**config.mk**
```make
export PLATFORM = sky130hd
export DESIGN_NAME = software_timer_slot_table
export DESIGN_NICKNAME = d
export VERILOG_FILES = /design/src/hdl/swtmr_pkg.sv /design/src/hdl/software_timer_slot_table.sv
export VERILOG_INCLUDE_DIRS = /design/src /design/src/hdl
export SDC_FILE = /design/constraint.sdc
export NUM_CORES = 2
export LEC_CHECK = 0
export BUFFER_PORTS_ARGS = -buffer_cell sky130_fd_sc_hd__buf_2
export CORE_MARGIN = 2
export CORE_UTILIZATION = 35
export CTS_BUF_LIST = sky130_fd_sc_hd__clkbuf_2 sky130_fd_sc_hd__clkbuf_4 sky130_fd_sc_hd__clkbuf_8
export DETAILED_ROUTE_END_ITERATION = 6
export GPL_ROUTABILITY_DRIVEN = 0
export SLEW_MARGIN = 40
export SYNTH_ARGS = -nofsm -noshare
export SYNTH_HDL_FRONTEND = slang
export SYNTH_SLANG_ARGS = --single-unit
```
**constraint.sdc**
```tcl
create_clock -name clk -period 10.5 [get_ports clk]
set_clock_uncertainty 0.1 [all_clocks]
set_input_delay 3.15 -clock clk [delete_from_list [all_inputs] [get_ports clk]]
set_output_delay 3.15 -clock clk [all_outputs]
set_load 0.02 [all_outputs]
```
**src/hdl/software_timer_slot_table_macros.svh**
```systemverilog
// assertion helpers for the timer slot table
`ifndef SOFTWARE_TIMER_SLOT_TABLE_MACROS_SVH
`define SOFTWARE_TIMER_SLOT_TABLE_MACROS_SVH

// same-cycle implication, checked out of reset
`define SWTMR_ASSERT_NOW(lbl, ante, cons, msg) \
  lbl: assert property (@(posedge clk) disable iff (!rst_n) (ante) |-> (cons)) \
    else $error(msg);

// next-cycle implication, checked out of reset
`define SWTMR_ASSERT_NEXT(lbl, ante, cons, msg) \
  lbl: assert property (@(posedge clk) disable iff (!rst_n) (ante) |=> (cons)) \
    else $error(msg);

`endif

```
**src/hdl/swtmr_pkg.sv**
```systemverilog
package swtmr_pkg;

  localparam int NUM_SLOTS  = 16;
  localparam int SLOT_W     = (NUM_SLOTS > 1) ? $clog2(NUM_SLOTS) : 1;

  localparam int OPC_W      = 2;
  localparam int INTERVAL_W = 31;
  localparam int ID_W       = 5;
  localparam int OWNER_W    = 4;
  localparam int TIME_W     = 32;
  localparam int KIND_W     = 3;

  localparam int IN_FIELDS_W = INTERVAL_W + 1 + ID_W + OWNER_W + TIME_W;
  localparam int IN_TDATA_W  = ((IN_FIELDS_W + 7) / 8) * 8;
  localparam int OUT_TDATA_W = ((ID_W + 7) / 8) * 8;

  // bit offsets inside in_tdata
  localparam int IN_INTERVAL_LO = 0;
  localparam int IN_REPEAT_LO   = IN_INTERVAL_LO + INTERVAL_W;
  localparam int IN_ID_LO       = IN_REPEAT_LO + 1;
  localparam int IN_OWNER_LO    = IN_ID_LO + ID_W;
  localparam int IN_NOW_LO      = IN_OWNER_LO + OWNER_W;

  typedef enum logic [OPC_W-1:0] {
    OPC_SET    = 2'd0,
    OPC_KILL   = 2'd1,
    OPC_TICK   = 2'd2,
    OPC_UNUSED = 2'd3
  } opcode_t;

  typedef enum logic [KIND_W-1:0] {
    KIND_SET_OK   = 3'd0,
    KIND_FULL     = 3'd1,
    KIND_KILL_OK  = 3'd2,
    KIND_KILL_BAD = 3'd3,
    KIND_FIRED    = 3'd4,
    KIND_DONE     = 3'd5
  } kind_t;

  typedef enum logic [4:0] {
    ST_IDLE = 5'b00001,
    ST_SET  = 5'b00010,
    ST_KILL = 5'b00100,
    ST_TICK = 5'b01000,
    ST_DONE = 5'b10000
  } state_t;

endpackage

```
**src/hdl/software_timer_slot_table.sv**
```systemverilog
// software timer slot table
// input channel (in_*): one transaction per command; in_tuser holds the opcode
//   (set, kill, tick), in_tdata the timer fields. accepted only while idle.
// output channel (out_*): result transactions; out_tuser is the result kind,
//   out_tdata the timer id, out_tlast marks the final result of a command.
// set: the slot walk checks one slot per cycle for the lowest free one
//   and answers full when every slot is taken.
// kill: the id is checked in the kill state, and the result goes to the output register from there.
// tick: one slot per cycle, unless a fired result is held by the receiver,
//   through the shared elapsed-time subtract and compare unit, then a done result.
// the table takes no new command until the last one is through; the walk
//   counter and the single slot-store read port set the pace of each walk.
// a single output register holds each result; when the receiver stalls the
//   walk pauses on the slot whose result cannot yet be placed.
// reset clears all active bits and the control state; the slot stores are
//   only read for active slots, so they need no clearing pass.
`include "software_timer_slot_table_macros.svh"

module software_timer_slot_table (
  input  logic                              clk,
  input  logic                              rst_n,
  // command channel
  input  logic                              in_tvalid,
  output logic                              in_tready,
  // interval_ms[30:0], repeat_mode[31], timer_id[36:32], owner_tag[40:37],
  // now_ms[72:41], zero fill above
  input  logic [swtmr_pkg::IN_TDATA_W-1:0]  in_tdata,
  // opcode
  input  logic [swtmr_pkg::OPC_W-1:0]       in_tuser,
  // result channel
  output logic                              out_tvalid,
  input  logic                              out_tready,
  // result_id[4:0], zero fill above
  output logic [swtmr_pkg::OUT_TDATA_W-1:0] out_tdata,
  // result_kind
  output logic [swtmr_pkg::KIND_W-1:0]      out_tuser,
  // last_result
  output logic                              out_tlast
);

  localparam int SW = swtmr_pkg::SLOT_W;

  // control
  swtmr_pkg::state_t state_r, state_nxt;
  logic [SW-1:0]     idx_r, idx_nxt;
  logic [swtmr_pkg::NUM_SLOTS-1:0] active_r, active_nxt;

  // latched command fields
  logic [swtmr_pkg::INTERVAL_W-1:0] interval_r;
  logic                             repeat_r;
  logic [swtmr_pkg::ID_W-1:0]       tid_r;
  logic [swtmr_pkg::OWNER_W-1:0]    owner_r;
  logic [swtmr_pkg::TIME_W-1:0]     now_r;

  // slot stores
  logic [swtmr_pkg::OWNER_W-1:0]    mem_owner  [swtmr_pkg::NUM_SLOTS];
  logic [swtmr_pkg::TIME_W-1:0]     mem_start  [swtmr_pkg::NUM_SLOTS];
  logic [swtmr_pkg::INTERVAL_W-1:0] mem_period [swtmr_pkg::NUM_SLOTS];
  logic                             mem_repeat [swtmr_pkg::NUM_SLOTS];

  logic [SW-1:0]                    rd_addr;
  logic [swtmr_pkg::OWNER_W-1:0]    rd_owner_r;
  logic [swtmr_pkg::TIME_W-1:0]     rd_start_r;
  logic [swtmr_pkg::INTERVAL_W-1:0] rd_period_r;
  logic                             rd_repeat_r;

  logic set_wr, start_wr;
  logic [swtmr_pkg::TIME_W-1:0] start_wdata;

  // output register
  logic                        out_valid_r, out_valid_nxt;
  swtmr_pkg::kind_t            out_kind_r, out_kind_nxt;
  logic [swtmr_pkg::ID_W-1:0]  out_id_r, out_id_nxt;
  logic                        out_last_r, out_last_nxt;

  logic                        in_acc;
  logic                        out_free;
  logic                        emit;
  logic                        idx_last;
  logic [swtmr_pkg::ID_W-1:0]  idx_id;
  logic [SW-1:0]               kill_idx;
  logic                        kill_ok;
  logic [swtmr_pkg::TIME_W-1:0] elapsed;
  logic                        fire;
  logic                        advance;

  assign in_tready = (state_r == swtmr_pkg::ST_IDLE);
  assign in_acc    = in_tvalid && in_tready;
  assign out_free  = !out_valid_r || out_tready;
  assign idx_last  = (idx_r == SW'(swtmr_pkg::NUM_SLOTS - 1));
  assign idx_id    = swtmr_pkg::ID_W'({1'b0, idx_r} + {{SW{1'b0}}, 1'b1});

  // kill id check: nonzero, in range, and active
  assign kill_idx = SW'(tid_r - swtmr_pkg::ID_W'(1));
  assign kill_ok  = (tid_r != '0) &&
                    ({{(32 - swtmr_pkg::ID_W){1'b0}}, tid_r} <= 32'(swtmr_pkg::NUM_SLOTS)) &&
                    active_r[kill_idx];

  // shared elapsed-time unit: wrapping subtract and compare against period
  assign elapsed = now_r - rd_start_r;
  assign fire    = active_r[idx_r] && (rd_owner_r == owner_r) &&
                   (elapsed >= {1'b0, rd_period_r});
  assign advance = !fire || out_free;
  assign start_wdata = (state_r == swtmr_pkg::ST_SET) ? now_r
                                                       : rd_start_r + {1'b0, rd_period_r};

  // read address leads the tick walk by one slot, so the registered read data matches idx_r
  always_comb begin
    rd_addr = idx_r;
    if (state_r == swtmr_pkg::ST_IDLE) begin
      rd_addr = '0;
    end else if (state_r == swtmr_pkg::ST_TICK && advance) begin
      rd_addr = idx_r + SW'(1);
    end
  end

  always_comb begin
    state_nxt     = state_r;
    idx_nxt       = idx_r;
    active_nxt    = active_r;
    emit          = 1'b0;
    set_wr        = 1'b0;
    start_wr      = 1'b0;
    out_kind_nxt  = out_kind_r;
    out_id_nxt    = out_id_r;
    out_last_nxt  = out_last_r;
    case (state_r)
      swtmr_pkg::ST_IDLE: begin
        idx_nxt = '0;
        if (in_acc) begin
          case (swtmr_pkg::opcode_t'(in_tuser))
            swtmr_pkg::OPC_SET:  state_nxt = swtmr_pkg::ST_SET;
            swtmr_pkg::OPC_KILL: state_nxt = swtmr_pkg::ST_KILL;
            swtmr_pkg::OPC_TICK: state_nxt = swtmr_pkg::ST_TICK;
            default:             state_nxt = swtmr_pkg::ST_IDLE;
          endcase
        end
      end
      swtmr_pkg::ST_SET: begin
        if (!active_r[idx_r]) begin
          if (out_free) begin
            emit              = 1'b1;
            set_wr            = 1'b1;
            start_wr          = 1'b1;
            active_nxt[idx_r] = 1'b1;
            out_kind_nxt      = swtmr_pkg::KIND_SET_OK;
            out_id_nxt        = idx_id;
            out_last_nxt      = 1'b1;
            state_nxt         = swtmr_pkg::ST_IDLE;
          end
        end else if (idx_last) begin
          if (out_free) begin
            emit         = 1'b1;
            out_kind_nxt = swtmr_pkg::KIND_FULL;
            out_id_nxt   = '0;
            out_last_nxt = 1'b1;
            state_nxt    = swtmr_pkg::ST_IDLE;
          end
        end else begin
          idx_nxt = idx_r + SW'(1);
        end
      end
      swtmr_pkg::ST_KILL: begin
        if (out_free) begin
          emit         = 1'b1;
          out_last_nxt = 1'b1;
          state_nxt    = swtmr_pkg::ST_IDLE;
          if (kill_ok) begin
            active_nxt[kill_idx] = 1'b0;
            out_kind_nxt         = swtmr_pkg::KIND_KILL_OK;
            out_id_nxt           = tid_r;
          end else begin
            out_kind_nxt = swtmr_pkg::KIND_KILL_BAD;
            out_id_nxt   = '0;
          end
        end
      end
      swtmr_pkg::ST_TICK: begin
        if (advance) begin
          if (fire) begin
            emit         = 1'b1;
            out_kind_nxt = swtmr_pkg::KIND_FIRED;
            out_id_nxt   = idx_id;
            out_last_nxt = 1'b0;
            if (rd_repeat_r) begin
              start_wr = 1'b1;
            end else begin
              active_nxt[idx_r] = 1'b0;
            end
          end
          if (idx_last) begin
            state_nxt = swtmr_pkg::ST_DONE;
          end else begin
            idx_nxt = idx_r + SW'(1);
          end
        end
      end
      swtmr_pkg::ST_DONE: begin
        if (out_free) begin
          emit         = 1'b1;
          out_kind_nxt = swtmr_pkg::KIND_DONE;
          out_id_nxt   = '0;
          out_last_nxt = 1'b1;
          state_nxt    = swtmr_pkg::ST_IDLE;
        end
      end
      default: begin
        state_nxt = swtmr_pkg::ST_IDLE;
      end
    endcase
  end

  always_comb begin
    out_valid_nxt = out_valid_r;
    if (out_valid_r && out_tready) begin
      out_valid_nxt = 1'b0;
    end
    if (emit) begin
      out_valid_nxt = 1'b1;
    end
  end

  // control registers
  always_ff @(posedge clk) begin
    if (!rst_n) begin
      state_r     <= swtmr_pkg::ST_IDLE;
      idx_r       <= '0;
      active_r    <= '0;
      out_valid_r <= 1'b0;
    end else begin
      state_r     <= state_nxt;
      idx_r       <= idx_nxt;
      active_r    <= active_nxt;
      out_valid_r <= out_valid_nxt;
    end
  end

  // payload registers
  always_ff @(posedge clk) begin
    out_kind_r <= out_kind_nxt;
    out_id_r   <= out_id_nxt;
    out_last_r <= out_last_nxt;
    if (in_acc) begin
      interval_r <= in_tdata[swtmr_pkg::IN_INTERVAL_LO +: swtmr_pkg::INTERVAL_W];
      repeat_r   <= in_tdata[swtmr_pkg::IN_REPEAT_LO];
      tid_r      <= in_tdata[swtmr_pkg::IN_ID_LO +: swtmr_pkg::ID_W];
      owner_r    <= in_tdata[swtmr_pkg::IN_OWNER_LO +: swtmr_pkg::OWNER_W];
      now_r      <= in_tdata[swtmr_pkg::IN_NOW_LO +: swtmr_pkg::TIME_W];
    end
  end

  // slot store writes
  always_ff @(posedge clk) begin
    if (set_wr) begin
      mem_owner[idx_r]  <= owner_r;
      mem_period[idx_r] <= interval_r;
      mem_repeat[idx_r] <= repeat_r;
    end
    if (start_wr) begin
      mem_start[idx_r] <= start_wdata;
    end
  end

  // slot store registered read
  always_ff @(posedge clk) begin
    rd_owner_r  <= mem_owner[rd_addr];
    rd_start_r  <= mem_start[rd_addr];
    rd_period_r <= mem_period[rd_addr];
    rd_repeat_r <= mem_repeat[rd_addr];
  end

  assign out_tvalid = out_valid_r;
  assign out_tuser  = out_kind_r;
  assign out_tlast  = out_last_r;
  assign out_tdata  = {{(swtmr_pkg::OUT_TDATA_W - swtmr_pkg::ID_W){1'b0}}, out_id_r};

  // checks
  `SWTMR_ASSERT_NOW(a_id_nonzero, out_tvalid && (out_tuser == swtmr_pkg::KIND_SET_OK || out_tuser == swtmr_pkg::KIND_FIRED || out_tuser == swtmr_pkg::KIND_KILL_OK), out_tdata != '0, "result id is zero for a timer result")
  `SWTMR_ASSERT_NOW(a_last_flag, out_tvalid && out_tuser != swtmr_pkg::KIND_FIRED, out_tlast, "final result lacks tlast")
  `SWTMR_ASSERT_NEXT(a_set_marks, emit && state_r == swtmr_pkg::ST_SET && out_kind_nxt == swtmr_pkg::KIND_SET_OK, active_r[$past(idx_r)], "set did not mark its slot active")
  `SWTMR_ASSERT_NEXT(a_walk_step, state_r == swtmr_pkg::ST_TICK && advance && !idx_last, idx_r == $past(idx_r) + SW'(1), "tick walk skipped a slot")

endmodule

```
==> flow_metrics.tcl <==
set metrics [dict create \
    cts_setup_buffers 0 \
    min_to "state_r[2]" \
    min-delay-start "state_r[2]" \
    fmax_mhz 122.6 \
    yosys-top-cells-area "edfxtp_1 67%, dfxtp_1 3.6%, nand2_1 3.5%" \
    synth_commonest_cells "1,170 x edfxtp_1, 491 x nand2_1, 235 x a21oi_1" \
    utilization_pct 40.39 \
    synthAdderAreaFrac_pct 2.496 \
    cap_violations 0 \
    powerDensity_mw_per_mm2 182.4 \
    cts-buffers-inserted 202 \
    wire_per_inst_um 23.45 \
    clk_pin_slew_ns 0.06 \
    cts.sinks 1264 \
    leakagePower_nw 21.30 \
    die_h_um 390.3 \
    required_ns 11.10 \
    grt_pass1_wl_mm 204.3 \
    cts_tree "done" \
    yosysUniqueCellTypes 74 \
    clkPwrFrac_pct 39.9 \
    crit_type "reg2reg" \
    grt_use_total_pct 17.93 \
    regToRegStartpoint "now_r[0]" \
    coreArea_mm2 0.1480 \
    n_fill_cell 13490 \
    combPwrFrac_pct 6.7 \
    hpwl_mm 76.43 \
    clockRootBuffer "clkbuf_8" \
    slew_viol_final 0 \
    ir_drop_mv 0.1104 \
    rrSetupSlack_ns 2.34 \
    worst_pin_slew_ns 0.8646 \
    multi_input_area_mm2 0.01428 \
    synth_edf_count 1170 \
    synthMuxAreaShare_pct 3.135 \
    layout-drive-gt1-share_pct 15.27 \
    p_total_w 0.01090 \
    p_int_w 0.008335 \
    critical_path_arrival_ns 8.76 \
    placementRows 141 \
    hold_depth 2 \
    worstReg2RegEnd "rd_period_r[21]" \
    overflow 0 \
    rsz0062_at_grt "false" \
    netlist_area_mm2 0.05224 \
    period_needed_ns 8.156 \
    fin_nets 4022 \
    synth-xor-area-share_pct 1.140 \
    status "finished clean" \
    p_seq_share_pct 53.4 \
    die_w_um 390.3 \
    worstHoldPathType "reg2reg" \
    ys_ff_latch 1264 \
    clock_path_buffers 3 \
    synth_top_flop_cell "edfxtp_1" \
    antenna_found_initial 6 \
    slowest_delay_ns 0.67 \
    synth_compound_area_share_pct 11.45 \
    ys_async_sr_fraction_pct 0 \
    start_util_pct 35.29 \
    rr_worst_depth 28 \
    max_slew_margin_pct 41.13 \
    setup_viol 0 \
    grt_max_degree 125 \
    drtIter0Drc 3082 \
    crit_path_end_kind "flip-flop" \
    crit_slowest_cell "or4_1" \
    grt_pass1_vias 31100 \
    first_pass_iters 5 \
    area_growth_pct 14.44 \
    critPathLaunchType "flip-flop" \
    p_sw_share_pct 23.54 \
    period_share_pct 77.68 \
    drc 0 \
    port_buffers 89 \
    h-tree-depth 4 \
    yosys.area.top_type "edfxtp_1" \
    postCtsHoldBufs 0 \
    synth_top_family_by_area "compound AO/OA/AOI/OAI gates" \
    fin_tns_setup_ns 0 \
    avgSynthCellArea_um2 14.19 \
    yosysMostFrequentCell "edfxtp_1" \
    crit_fanout 33 \
    die_area_mm2 0.1524 \
    finalHoldViolCount 0 \
    via_count 32170 \
    switchingPower_w 0.002567 \
    cts.repair.resized 0 \
    final-seq-area_mm2 0.03702 \
    synth_top_area_share_pct 67.26 \
    ys_seq_area_share_pct 70.86 \
    ant_nets 0 \
    ios 100 \
    syn-instance-count 3682 \
    totalWireLength_mm 139.3 \
    vias_per_cell 5.415 \
    clkLatencyLatePin_ns 0.91 \
    yosysWarnings 0 \
    synthSimpleGateAreaFrac_pct 8.331 \
]
==> worst max path at each step <==
stage	depth (start not counted)	start	end
6_report	28	now_r[0]	rd_period_r[21]
5_1_grt	28	now_r[0]	rd_period_r[21]
4_1_cts	29	now_r[0]	rd_start_r[19]
3_5_place_dp	28	now_r[0]	rd_period_r[21]
3_3_place_gp	28	now_r[0]	rd_period_r[21]
2_1_floorplan	25	now_r[0]	mem_start[15][0]
==> final cells by class <==
type / count / area share (%)
repair buffers: 184 / 2.499
diodes: 3 / 0.01256
clock inverters: 77 / 0.9502
well taps: 1930 / 4.040
clock buffers: 303 / 6.139
flip-flops and latches: 1264 / 61.92
inverters: 87 / 0.5463
multi-input cells: 2094 / 23.89
==> layer usage <==
metal,part of all wire [%],track usage [%],up-vias
li1,-,-,14740
met1,44,24.56,16190
met2,48,29.29,1054
met3,6.4,3.395,196
met4,1.8,4.605,0
met5,0,0,-
==> layout by cell type (no fill, tap or decap), drive strengths merged, types with 136 or more instances in the layout <==
cell type,Yosys,routed
nand2,492,492
and3,142,142
a311oi,136,136
clkbuf,147,303
a21oi,235,235
mux2i,140,140
a221oi,137,137
a211oi,148,148
edfxtp,1170,1170
buf,92,184
==> cells by family (layout without fill, tap and decap cells) <==
family,Yosys count,after routing
XOR/XNOR,68,68
flip-flops,1264,1264
AND/OR/NAND/NOR,921,921
other,1,6
AO/OA/AOI/OAI,848,848
buffers and inverters,326,651
adder cells (fa/ha/maj),103,103
multiplexers,151,151
==> critical path, delay by kind of cell, from the launching register on <==
family / cells / cell delay, ns
AOI/OAI and AO/OA: 15 / 3.62
and+or+nand+nor: 6 / 2.34
buffers and inverters: 3 / 0.80
adders and majority gates: 3 / 0.65
DFF: 1 / 0.33
xor gates and xnor gates: 1 / 0.10
==> through the flow <==
| stage | setup WS (ns) | hold slack, ns | std cells | cell area [um2] |
|---|---|---|---|---|
| 5_1_grt | 1.779 | 0.4817 | 5940 | 59770 |
| 3_3_place_gp | 2.384 | 0.4202 | 5548 | 55220 |
| 4_1_cts | 2.312 | 0.4599 | 5939 | 59770 |
| 3_5_place_dp | 2.415 | 0.4498 | 5559 | 55530 |
| 2_1_floorplan | 3.061 | 0.3892 | 3684 | 52240 |
| 6_report | 2.344 | 0.4518 | 5942 | 59780 |
==> power by group through the flow <==
stage / registers (W) / clock network, W / logic, W
after detailed placement: 0.00593 / 0 / 0.000731
after global routing: 0.00584 / 0.00464 / 0.000816
after global placement: 0.00593 / 0 / 0.000710
after CTS: 0.00583 / 0.00443 / 0.000735
after floorplan: 0.00587 / 0 / 0.000486
final: 0.00582 / 0.00434 / 0.000732
==> flip-flops by register name (all words and copies together), names as in the netlist, 16 cells and up <==
| signal | count |
|---|---|
| interval_r | 31 |
| now_r | 32 |
| rd_period_r | 31 |
| rd_start_r | 32 |
| mem_period | 496 |
| active_r | 16 |
| mem_start | 512 |
| mem_owner | 64 |
| mem_repeat | 16 |
(Power assumes the default switching activity.)
